<file path="src/hw/rtl/sfc_pkg.sv">
// Package for the serial frame checker.
// Holds the transaction payload types, the error codes and the frame constants.
// No dependencies.
package sfc_pkg;

    localparam logic [7:0]  START_FIRST    = 8'h5A;
    localparam logic [7:0]  START_SECOND   = 8'h7E;
    localparam logic [15:0] FRAME_OVERHEAD = 16'd7;
    localparam logic [15:0] INDEX_MAX      = 16'hFFFF;

    localparam logic [15:0] POS_START_FIRST  = 16'd0;
    localparam logic [15:0] POS_START_SECOND = 16'd1;
    localparam logic [15:0] POS_ID           = 16'd2;
    localparam logic [15:0] POS_LEN_LOW      = 16'd4;
    localparam logic [15:0] POS_LEN_HIGH     = 16'd5;
    localparam logic [15:0] POS_PAYLOAD      = 16'd6;

    typedef enum logic [2:0] {
        ERR_NONE     = 3'd0,
        ERR_SHORT    = 3'd1,
        ERR_START    = 3'd2,
        ERR_LENGTH   = 3'd3,
        ERR_CHECKSUM = 3'd4
    } sfc_err_t;

    typedef struct packed {
        logic [7:0] rx_byte;
        logic       last_byte;
    } sfc_in_t;

    typedef struct packed {
        logic [7:0]  out_byte;
        logic        is_payload;
        logic        frame_end;
        logic        frame_ok;
        sfc_err_t    error_code;
        logic [7:0]  packet_id;
        logic [15:0] payload_len;
    } sfc_out_t;

endpackage

</file>
<file path="src/hw/rtl/sfc_frame_state.sv">
// Frame tracking state and per-byte check logic of the serial frame checker.
// Depends on sfc_pkg; the result is combinational from the state and the byte.
module sfc_frame_state
    import sfc_pkg::*;
(
    input  logic     clk,
    input  logic     rst_n,
    input  logic     accept,
    input  sfc_in_t  item,
    output sfc_out_t result
);

    logic [15:0] byte_index_reg, byte_index_next;
    logic [7:0]  running_sum_reg, running_sum_next;
    logic        start_good_reg, start_good_next;
    logic [7:0]  held_id_reg, held_id_next;
    logic [15:0] declared_length_reg, declared_length_next;

    logic [15:0] pos;
    logic [7:0]  b;
    logic        start_ok;
    logic [7:0]  pid;
    logic [15:0] decl_len;
    logic [16:0] pos_plus_one;
    logic [15:0] count;
    sfc_err_t    err;

    assign pos          = byte_index_reg;
    assign b            = item.rx_byte;
    assign pos_plus_one = {1'b0, pos} + 17'd1;
    assign count        = (pos == INDEX_MAX) ? INDEX_MAX : pos_plus_one[15:0];

    always_comb
    begin
        start_ok = start_good_reg;
        if ((pos == POS_START_FIRST) && (b != START_FIRST))
        begin
            start_ok = 1'b0;
        end
        if ((pos == POS_START_SECOND) && (b != START_SECOND))
        begin
            start_ok = 1'b0;
        end
        pid = (pos == POS_ID) ? b : held_id_reg;
        decl_len = declared_length_reg;
        if (pos == POS_LEN_LOW)
        begin
            decl_len = {declared_length_reg[15:8], b};
        end
        else if (pos == POS_LEN_HIGH)
        begin
            decl_len = {b, declared_length_reg[7:0]};
        end
    end

    always_comb
    begin
        priority if (count < FRAME_OVERHEAD)
        begin
            err = ERR_SHORT;
        end
        else if (!start_ok)
        begin
            err = ERR_START;
        end
        else if (decl_len != count)
        begin
            err = ERR_LENGTH;
        end
        else if (b != running_sum_reg)
        begin
            err = ERR_CHECKSUM;
        end
        else
        begin
            err = ERR_NONE;
        end
    end

    always_comb
    begin
        result.out_byte   = b;
        result.is_payload = !item.last_byte && (pos >= POS_PAYLOAD)
                            && (pos_plus_one < {1'b0, decl_len});
        result.frame_end  = item.last_byte;
        result.packet_id  = pid;
        if (item.last_byte)
        begin
            result.error_code  = err;
            result.frame_ok    = (err == ERR_NONE);
            result.payload_len = (count >= FRAME_OVERHEAD) ? (count - FRAME_OVERHEAD) : 16'd0;
        end
        else
        begin
            result.error_code  = ERR_NONE;
            result.frame_ok    = 1'b0;
            result.payload_len = 16'd0;
        end
    end

    always_comb
    begin
        if (item.last_byte)
        begin
            byte_index_next      = 16'd0;
            running_sum_next     = 8'd0;
            start_good_next      = 1'b1;
            held_id_next         = 8'd0;
            declared_length_next = 16'd0;
        end
        else
        begin
            byte_index_next      = count;
            running_sum_next     = running_sum_reg + b;
            start_good_next      = start_ok;
            held_id_next         = pid;
            declared_length_next = decl_len;
        end
    end

    always_ff @(posedge clk or negedge rst_n)
    begin
        if (!rst_n)
        begin
            byte_index_reg      <= 16'd0;
            running_sum_reg     <= 8'd0;
            start_good_reg      <= 1'b1;
            held_id_reg         <= 8'd0;
            declared_length_reg <= 16'd0;
        end
        else if (accept)
        begin
            byte_index_reg      <= byte_index_next;
            running_sum_reg     <= running_sum_next;
            start_good_reg      <= start_good_next;
            held_id_reg         <= held_id_next;
            declared_length_reg <= declared_length_next;
        end
    end

endmodule

</file>
<file path="config.mk">
export PLATFORM = sky130hd
export DESIGN_NAME = sfc_frame_state
export DESIGN_NICKNAME = d
export VERILOG_FILES = /design/src/hw/rtl/sfc_pkg.sv /design/src/hw/rtl/sfc_frame_state.sv
export SDC_FILE = /design/constraint.sdc
export NUM_CORES = 1
export LEC_CHECK = 0
export BUFFER_PORTS_ARGS = -buffer_cell sky130_fd_sc_hd__buf_4
export CAP_MARGIN = 25
export CORE_MARGIN = 2
export CORE_UTILIZATION = 50
export CTS_BUF_LIST = sky130_fd_sc_hd__clkbuf_8
export CTS_CLUSTER_DIAMETER = 200
export DETAILED_ROUTE_END_ITERATION = 12
export PLACE_DENSITY = 0.66
export SLEW_MARGIN = 20
export SYNTH_ARGS = -nofsm -noshare
export SYNTH_HDL_FRONTEND = slang
export SYNTH_SLANG_ARGS = --single-unit
</file>
<file path="constraint.sdc">
create_clock -name clk -period 4.84 [get_ports clk]
set_input_delay 0.242 -clock clk [delete_from_list [all_inputs] [get_ports clk]]
set_output_delay 0.242 -clock clk [all_outputs]
set_load 0.01 [all_outputs]
</file>
## Yosys cells after proc, flatten, opt, wreduce, memory -nomap -nowiden

Index checks and enable logic that the tools add are counted.

| storage, ports and cells | value |
|---|---|
| memories kept | 0 |
| bits in latches | 0 |
| memory bits (writable) | 0 |
| logic and storage cells | 46 |
| register bits | 49 |
| bits in read-only memories | 0 |

| cells by class | value |
|---|---|
| bitwise gates (word level) | 0 |
| divide/modulo/power cells | 0 |
| order comparisons | 4 |
| shifts and indexed selects | 0 |
| multiply operators | 0 |
| reduce and logical (&&, ||, !) cells | 7 |
| equality and inequality tests | 9 |
| multiplexer cells | 18 |
| add/sub/neg operators | 3 |

Operators with widths:

| operator | number |
|---|---|
| two-way mux 16 bit | 7 |
| == test 16 x 3 -> 1 bit, second input constant | 2 |
| greater-or-equal comparator 16 x 3 -> 1 bit, second input constant | 2 |
| two-way mux 8 bit | 3 |
| adder 16 x 1 -> 17 bit, second input constant | 1 |
| < comparator 17 x 16 -> 1 bit | 1 |
| == test 16 x 1 -> 1 bit, second input constant | 1 |
| == test 16 bit, second input constant | 1 |
| == test 16 x 2 -> 1 bit, second input constant | 1 |
| zero test 16 bit | 1 |
| < comparator 16 x 3 -> 1 bit, second input constant | 1 |
| inequality test 16 bit | 1 |
| inequality test 8 x 7 -> 1 bit, second input constant | 2 |
| subtractor 16 x 3 -> 16 bit, second input constant | 1 |
| two-way mux 3 bit | 4 |
| adder 8 bit | 1 |
| inequality test 8 bit | 1 |
| logical AND 1 bit | 4 |
| two-way mux 4 bit | 1 |
| zero test 3 bit | 1 |
| two-way mux 1 bit | 3 |
| zero test 1 bit | 1 |

## Longest topological paths before layout

Gate-level depths: netlist (run 1).

| logic depth | value |
|---|---|
| depth after elaboration | 9 |
| mapped depth | 18 |
| depth with buffers taken out | 15 |

## Worst setup path after synthesis (run 1)

OpenSTA, ideal clock, no wires.

| timing | value |
|---|---|
| kind | register to output |
| start point | register byte_index_reg[1] |
| end point | output result[24] (netlist bit) |
| setup slack | 1.033 ns |
| arrival time | 3.565 ns |
| cell stages (with the launch flop) | 16 |
| required time | 4.598 ns |
| path through | dfrtp_1 > ha_1 > buf_2 > nand3_1 > nor2_1 > nand3_1 > clkbuf_1 > nand2_1 > ha_1 > or3_1 > o211ai_1 > nand4_1 > nor3b_2 > nand4b_1 > nor4b_1 > a221oi_1 |

RTL lines:

| element | RTL line | RTL |
|---|---|---|
| start: declaration | sfc_frame_state.sv:13 | `logic [15:0] byte_index_reg, byte_index_next;` |
| start signal: assignment | sfc_frame_state.sv:133 | `byte_index_reg <= byte_index_next;` |
| end: declaration | sfc_frame_state.sv:10 | `output sfc_out_t result` |

==> key figures, run 1 <==
Timing
  – Rel. slew slack: 48.58%
  – Slew Limit Fails: 0
  – Transition time of the tightest slew-check pin: 763.2 ps
  – Hold Fails Final Rpt: 0
  – Final Skew: 6.804 ps
  – Setup_tns: 0 ps
  – Endpoints failing setup: 0
  – Fin crit period: 4597 ps
  – Fin crit share: 94.99%
  – Max Clk Rate: 217.5 MHz

Layout
  – Final Cell Area: 4893 um2
  – Nets@finish: 585
  – Area Overhead vs Synth: 10.45%
  – Share of cells above drive strength 1: 19.05%
  – Final Instance Count excl. Fillers: 654
  – Multi-input gate area: 2811 um2
  – Register Area: 1227 um2
  – # fillers: 862
  – Diodes inserted: 0

Detailed routing
  – Routed WL per cell: 19.17 um
  – Residual DRC count: 0
  – DRT antenna net count: 0
  – Avg Vias per Cell: 6.165
  – WL final: 12.53 mm
  – Vias: 4,032
  – Drt initial violations: 187
  – 1st-pass router iterations: 6

CTS
  – CTS H-tree depth: 2
  – Number of buffers on the longest clock path: 2
  – Total CTS buffers: 5
  – CTS root buffer: clkbuf_8
  – CTS tree: built
  – Clk slew on worst S/H paths: 90 ps
  – Clock latency on the worst-skew pair: 310 ps
  – TritonCTS Sinks: 49

Setup path
  – Crit end category: output pin
  – Critical Path RT: 4600 ps
  – Worst-case reg-to-reg path depth: 7
  – Worst r2r dst: declared_length_reg[6]$_DFFE_PN0P_
  – Startpoint types: register
  – Critical path, cell by cell: ha_2, nand3_1, or2_1, nor3_1, nor2_1, inv_1, ha_1, or3_1, o211ai_1, nand4_1, nor3b_2, nand4b_1, nor4b_1, a221oi_1, buf_4
  – Worst R2R Setup Slack: 1980 ps
  – Crit Path Class: reg2out
  – Worst setup path startpoint: byte_index_reg[0]$_DFFE_PN0P_
  – CP arrival: 4360 ps
  – Critical Path Fanout Max: 11
  – CP peak stage delay: 510 ps
  – CP max stage cell: dfrtp_1
  – Worst r2r src: byte_index_reg[0]$_DFFE_PN0P_

GRT
  – First-pass GRT wire length: 20.29 mm
  – Number of global-route vias before repair: 3,777
  – Total track usage: 26.26%
  – Largest net degree at the start of global routing: 67
  – Initial antenna violation count: 0
  – GR Overflow Total: 0

Die
  – I/O pin cnt: 50
  – Core area: 8636 um2
  – FP Rows: 34
  – DIE WIDTH: 98.13 um
  – Initial Utilization: 51.30%
  – Die height: 98.13 um
  – DIE AREA: 9630 um2

Logic synthesis
  – Synthesized net count: 557
  – Avg Synthesized Cell Area: 8.570 um2
  – Number of flops mapped to enable cells by yosys: 0
  – Post-synthesis register bit count: 49
  – Post-synthesis async set-or-reset flop share: 100.0%
  – Synthesized cell area: 4430 um2
  – Post-Synthesis Cells: 517
  – Most used DFF post-synth: dfrtp_1
  – Synth warn: 0
  – Part of the Yosys area used for sequential elements: 27.70%
  – Synth cell types: 65

Placed design
  – # placed instances: 640
  – Placed cell areas: 4747 um2
  – Placer Congestion: 0.9624
  – IO buf count: 49
  – HPWL after DPL: 9.168 mm

Pwr
  – P per Cell Area: 239.7 nW/um2
  – Maximum VDD drop: 0.1313 mV
  – LEAKAGE: 2.262 nW

Min path
  – Hold depth: 2
  – Worst Hold Class: in2reg
  – Hold Crit Start: item[0]
  – Worst Hold End: declared_length_reg[0]$_DFFE_PN0P_

Status
  – Status: complete, no violations

Run
  – Max-Cap Viols: 0
[cell type report]
class	count	area share, %
flip-flops and latches	49	25.08
repair buffers	62	9.563
clock inverters	3	0.3580
well taps	108	2.761
clock buffers	5	1.406
multi-input cells	383	57.45
inverters	44	3.375
[stage by stage]
stage	worst slack [ps]	power [mW]	utilization, %	hold WS (ps)
after floorplan	1033	0.7973	-	-53.59
after global placement	659.2	0.9112	54.97	323.2
after detailed placement	450.4	0.9206	54.97	324.4
after CTS	103.8	1.177	56.09	195.2
after global routing	-26.20	1.252	56.66	204.8
final	242.6	1.173	56.66	208.3
[kinds of logic after synthesis]
kind of cell,after synthesis,share of synthesized area (%)
muxes,27,6.721
AOI/OAI and AO/OA,126,17.99
xor gates and xnor gates,47,9.291
buffers and inverters,85,9.122
DFF,49,27.70
and+or+nand+nor,155,21.10
adders and majority gates,28,8.077
[where the power goes]
| part | switching, mW | internal, mW | leakage, nW |
|---|---|---|---|
| registers | 0.0358 | 0.446 | 0.668 |
| logic | 0.240 | 0.201 | 1.54 |
| clock network | 0.150 | 0.101 | 0.0497 |
[worst max-delay path by stage]
| stage | slack [ps] | cells after the start | endpoint |
|---|---|---|---|
| floorplan | 1030 | 15 | result[24] |
| global placement | 660 | 16 | result[8] |
| detailed placement | 450 | 16 | result[8] |
| CTS | 100 | 16 | result[8] |
| global route | -30 | 15 | result[24] |
| finish | 240 | 15 | result[24] |
[layout by cell type, fill, tap and decap left out, types with 11 or more instances in the layout]
cell / netlist / layout
nor2_1: 31 / 31
buf_4: 11 / 61
ha_1: 27 / 26
dfrtp_1: 48 / 48
nand3_1: 14 / 14
inv_1: 44 / 45
a31o_2: 11 / 11
o22ai_1: 33 / 33
nor2b_1: 13 / 13
xnor2_1: 35 / 35
nand4_1: 12 / 12
a21oi_1: 34 / 34
nand2_1: 24 / 23
xor2_1: 12 / 12
mux2i_1: 17 / 15
o21ai_0: 19 / 19
[cell usage after synthesis, drive strengths merged (2+ instances only)]
cell type / n / area, um2
a21o: 4 / 30.03
nand4b: 2 / 17.52
nand3: 15 / 80.08
nand2: 24 / 90.09
nand4: 13 / 96.34
o211ai: 4 / 30.03
and3: 8 / 50.05
nand2b: 4 / 25.02
o31ai: 2 / 15.01
dfrtp: 48 / 1201
or2: 3 / 18.77
o22ai: 33 / 206.5
nor4b: 5 / 50.04
o21ai: 20 / 100.1
nor4: 12 / 132.6
inv: 44 / 165.2
nor2b: 13 / 81.33
and4: 2 / 17.52
ha: 27 / 337.8
nor3b: 4 / 35.03
or3: 5 / 31.28
xnor2: 35 / 306.5
clkbuf: 14 / 52.55
buf: 27 / 186.4
a211oi: 2 / 15.01
a31o: 11 / 96.34
a21oi: 34 / 170.2
mux2i: 18 / 192.7
mux2: 9 / 105.1
o2111ai: 2 / 17.52
nor3: 9 / 45.04
xor2: 12 / 105.1
nor2: 31 / 116.4
o21bai: 2 / 15.01
[metal layers]
layer	track usage, %	share of wire, %
met5	0	0
met4	5.374	1.2
met3	4.796	8.3
met2	40.89	46
met1	38.53	44
[worst max-delay path, delay by kind of cell, from the launching register on]
kind            cells  cell delay [ps]
simple gates        9             2160
fa+ha+maj           2              600
flops               1              510
compound gates      2              500
buf+inv             2              270
[timing repair]
item	CTS	global route
hold endpoints to repair	34	0
setup endpoints to repair	0	20
hold buffers	1	0
gates resized for setup	0	4
buffers inserted	0	5
No activity file was read; power rests on OpenSTA's default activity.
==> run 2: changes to the inputs <==
--- a/config.mk
+++ b/config.mk
@@ -13,6 +13,7 @@
 export CTS_CLUSTER_DIAMETER = 200
 export DETAILED_ROUTE_END_ITERATION = 12
 export PLACE_DENSITY = 0.66
+export RECOVER_POWER = 50
 export SLEW_MARGIN = 20
 export SYNTH_ARGS = -nofsm -noshare
 export SYNTH_HDL_FRONTEND = slang
==> key figures, run 2 (synthesis results as in run 1) <==
Status
  – Status: finished with violations (was complete, no violations)
  – Failing checks: max-capacitance violations, max-slew violations

Detailed routing
  – Routed WL per cell: 19.14 um (was 19.17 um)
  – Avg Vias per Cell: 6.086 (was 6.165)
  – Residual DRC count: 0 (unchanged)
  – Drt initial violations: 226 (was 187)
  – WL final: 12.52 mm (was 12.53 mm)
  – Vias: 3,980 (was 4,032)
  – DRT antenna net count: 0 (unchanged)
  – 1st-pass router iterations: 5 (was 6)

Setup path
  – CP peak stage delay: 520 ps (was 510 ps)
  – CP top delay family: simple AND/OR/NAND/NOR gates (unchanged)
  – Crit end category: output pin (unchanged)
  – Worst R2R Setup Slack: 1980 ps (about the same)
  – Startpoint types: register (unchanged)
  – Worst r2r src: byte_index_reg[0]$_DFFE_PN0P_ (unchanged)
  – Critical Path RT: 4600 ps (about the same)
  – Critical Path Fanout Max: 11 (unchanged)
  – Worst-case reg-to-reg path depth: 7 (unchanged)
  – Crit Path Class: reg2out (unchanged)
  – Worst Path Buf+Inv: 2 (unchanged)
  – CP max stage cell: dfrtp_1 (unchanged)
  – CP arrival: 4360 ps (about the same)
  – Worst r2r dst: declared_length_reg[6]$_DFFE_PN0P_ (unchanged)
  – Critical path, cell by cell: ha_2, nand3_1, or2_1, nor3_1, nor2_1, inv_1, ha_1, or3_1, o211ai_1, nand4_1, nor3b_2, nand4b_1, nor4b_1, a221oi_1, buf_4 (unchanged)

Layout
  – Area Overhead vs Synth: 9.517% (was 10.45%)
  – Nets@finish: 585 (unchanged)
  – Most common cell after layout, fill and taps aside: buf_4 (unchanged)
  – Most frequent cells in the layout: buf_4, dfrtp_1, inv_1 (unchanged)
  – Share of cells above drive strength 1: 17.03% (was 19.05%)
  – Final Cell Area: 4852 um2 (was 4893 um2)
  – Diodes inserted: 0 (unchanged)

Placed design
  – IO buf count: 49 (unchanged)
  – Placer Congestion: 0.9624 (unchanged)
  – HPWL after DPL: 9.168 mm (unchanged)
  – Placed cell areas: 4747 um2 (unchanged)

CTS
  – Number of buffers on the longest clock path: 2 (unchanged)
  – Total CTS buffers: 5 (unchanged)
  – CTS root buffer: clkbuf_8 (unchanged)
  – Clk slew on worst S/H paths: 90 ps (about the same)
  – Clock latency on the worst-skew pair: 310 ps (about the same)
  – TritonCTS Sinks: 49 (unchanged)
  – CTS H-tree depth: 2 (unchanged)
  – CTS tree: built (unchanged)

Pwr
  – Total chip power: 1.168 mW (was 1.173 mW)
  – P per Cell Area: 240.8 nW/um2 (was 239.7 nW/um2)
  – Maximum VDD drop: 0.1298 mV (was 0.1313 mV)
  – LEAKAGE: 2.222 nW (was 2.262 nW)

Timing
  – Rel. slew slack: -87.42% (was 48.58%)
  – Endpoints failing setup: 0 (unchanged)
  – Fin crit period: 4604 ps (was 4597 ps)
  – Max Clk Rate: 217.2 MHz (was 217.5 MHz)
  – Hold Fails Final Rpt: 0 (unchanged)
  – Slew Limit Fails: 50 (was 0)
  – Fin crit share: 95.12% (was 94.99%)
  – WHS: 390.8 ps (was 208.3 ps)
  – Transition time of the tightest slew-check pin: 2811 ps (was 763.2 ps)
  – Final Skew: 8.624 ps (was 6.804 ps)

Die
  – DIE AREA: 9630 um2 (unchanged)
  – FP Rows: 34 (unchanged)
  – Initial Utilization: 51.30% (unchanged)
  – Core area: 8636 um2 (unchanged)
  – I/O pin cnt: 50 (unchanged)
  – DIE WIDTH: 98.13 um (unchanged)
  – Die height: 98.13 um (unchanged)

GRT
  – Busiest grt layer: met2 (unchanged)
  – Met2 Use GR: 40.89% (unchanged)
  – GR Overflow Total: 0 (unchanged)
  – First-pass GRT wire length: 20.29 mm (unchanged)
  – Initial antenna violation count: 0 (unchanged)
  – Largest net degree at the start of global routing: 67 (unchanged)
  – Total track usage: 26.26% (unchanged)
  – Number of global-route vias before repair: 3,777 (unchanged)
  – Met3 Use GR: 4.796% (unchanged)
  – Met1 Usage GRT: 38.53% (unchanged)

Run
  – Max-Cap Viols: 1 (was 0)

Min path
  – Worst Hold End: declared_length_reg[0]$_DFFE_PN0P_ (unchanged)
  – Worst Hold Class: in2reg (unchanged)
  – Hold depth: 2 (unchanged)
  – Hold Crit Start: item[0] (unchanged)
-- run 2: changes by cell type in the layout (fill, tap and decap cells not counted) --
cell and change:
buf_4 -11, clkbuf_1 +11
-- run 2: worst register-to-register path, stage by stage (launching register included) --
cell,delay [ps]
dfrtp_1,520
inv_1,240
ha_1,310
nor4bb_1,290
nand4_1,350
buf_4,310
mux2i_1,530
o22ai_1,170
-- run 2: through the flow --
stage / util (%) / worst slack (ps) / instances / setup TNS, ps
final: 56.19 / 236.3 / 654 / 0
after global routing: 56.19 / -26.56 / 654 / -26.56
after CTS: 56.09 / 103.8 / 649 / 0
after detailed placement: 54.97 / 450.4 / 640 / 0
after global placement: 54.97 / 659.2 / 640 / 0
after floorplan: - / 1033 / 517 / 0
-- run 2: worst max path at each step --
| stage | startpoint | endpoint | slack [ps] | cells past startpoint |
|---|---|---|---|---|
| finish | byte_index_reg[0]$_DFFE_PN0P_ | result[24] | 240 | 15 |
| global route | byte_index_reg[0]$_DFFE_PN0P_ | result[24] | -30 | 15 |
| CTS | byte_index_reg[0]$_DFFE_PN0P_ | result[8] | 100 | 16 |
| detailed placement | byte_index_reg[0]$_DFFE_PN0P_ | result[8] | 450 | 16 |
| global placement | byte_index_reg[0]$_DFFE_PN0P_ | result[8] | 660 | 16 |
| floorplan | byte_index_reg[1]$_DFFE_PN0P_ | result[24] | 1030 | 15 |
-- run 2: metal layers --
metal	part of all wire, %	vias up
met5	0	-
met1	46	1898
met3	7.4	15
li1	-	1912
met2	46	155
met4	1.3	0
-- run 2: where the power goes --
group / total (mW) / switching, mW / internal (mW)
Sequential: 0.482 / 0.0360 / 0.446
Combinational: 0.437 / 0.240 / 0.197
Clock: 0.250 / 0.148 / 0.101
Total: 1.17 / 0.424 / 0.744
-- run 2: timing repair --
action	CTS	global route
hold endpoints to repair	34	0
resized for setup	0	4
endpoints found under the setup margin	0	20
hold buffers	1	0
setup buffers	0	5
-- run 2: area by class of cell --
type | instances | area [um2]
tap | 108 | 135.1
clock buffer | 5 | 68.82
sequential | 49 | 1227
timing repair buffer | 62 | 426.7
inverter | 44 | 165.2
clock inverter | 3 | 17.52
multi-input combinational | 383 | 2811
fill | 865 | 3784
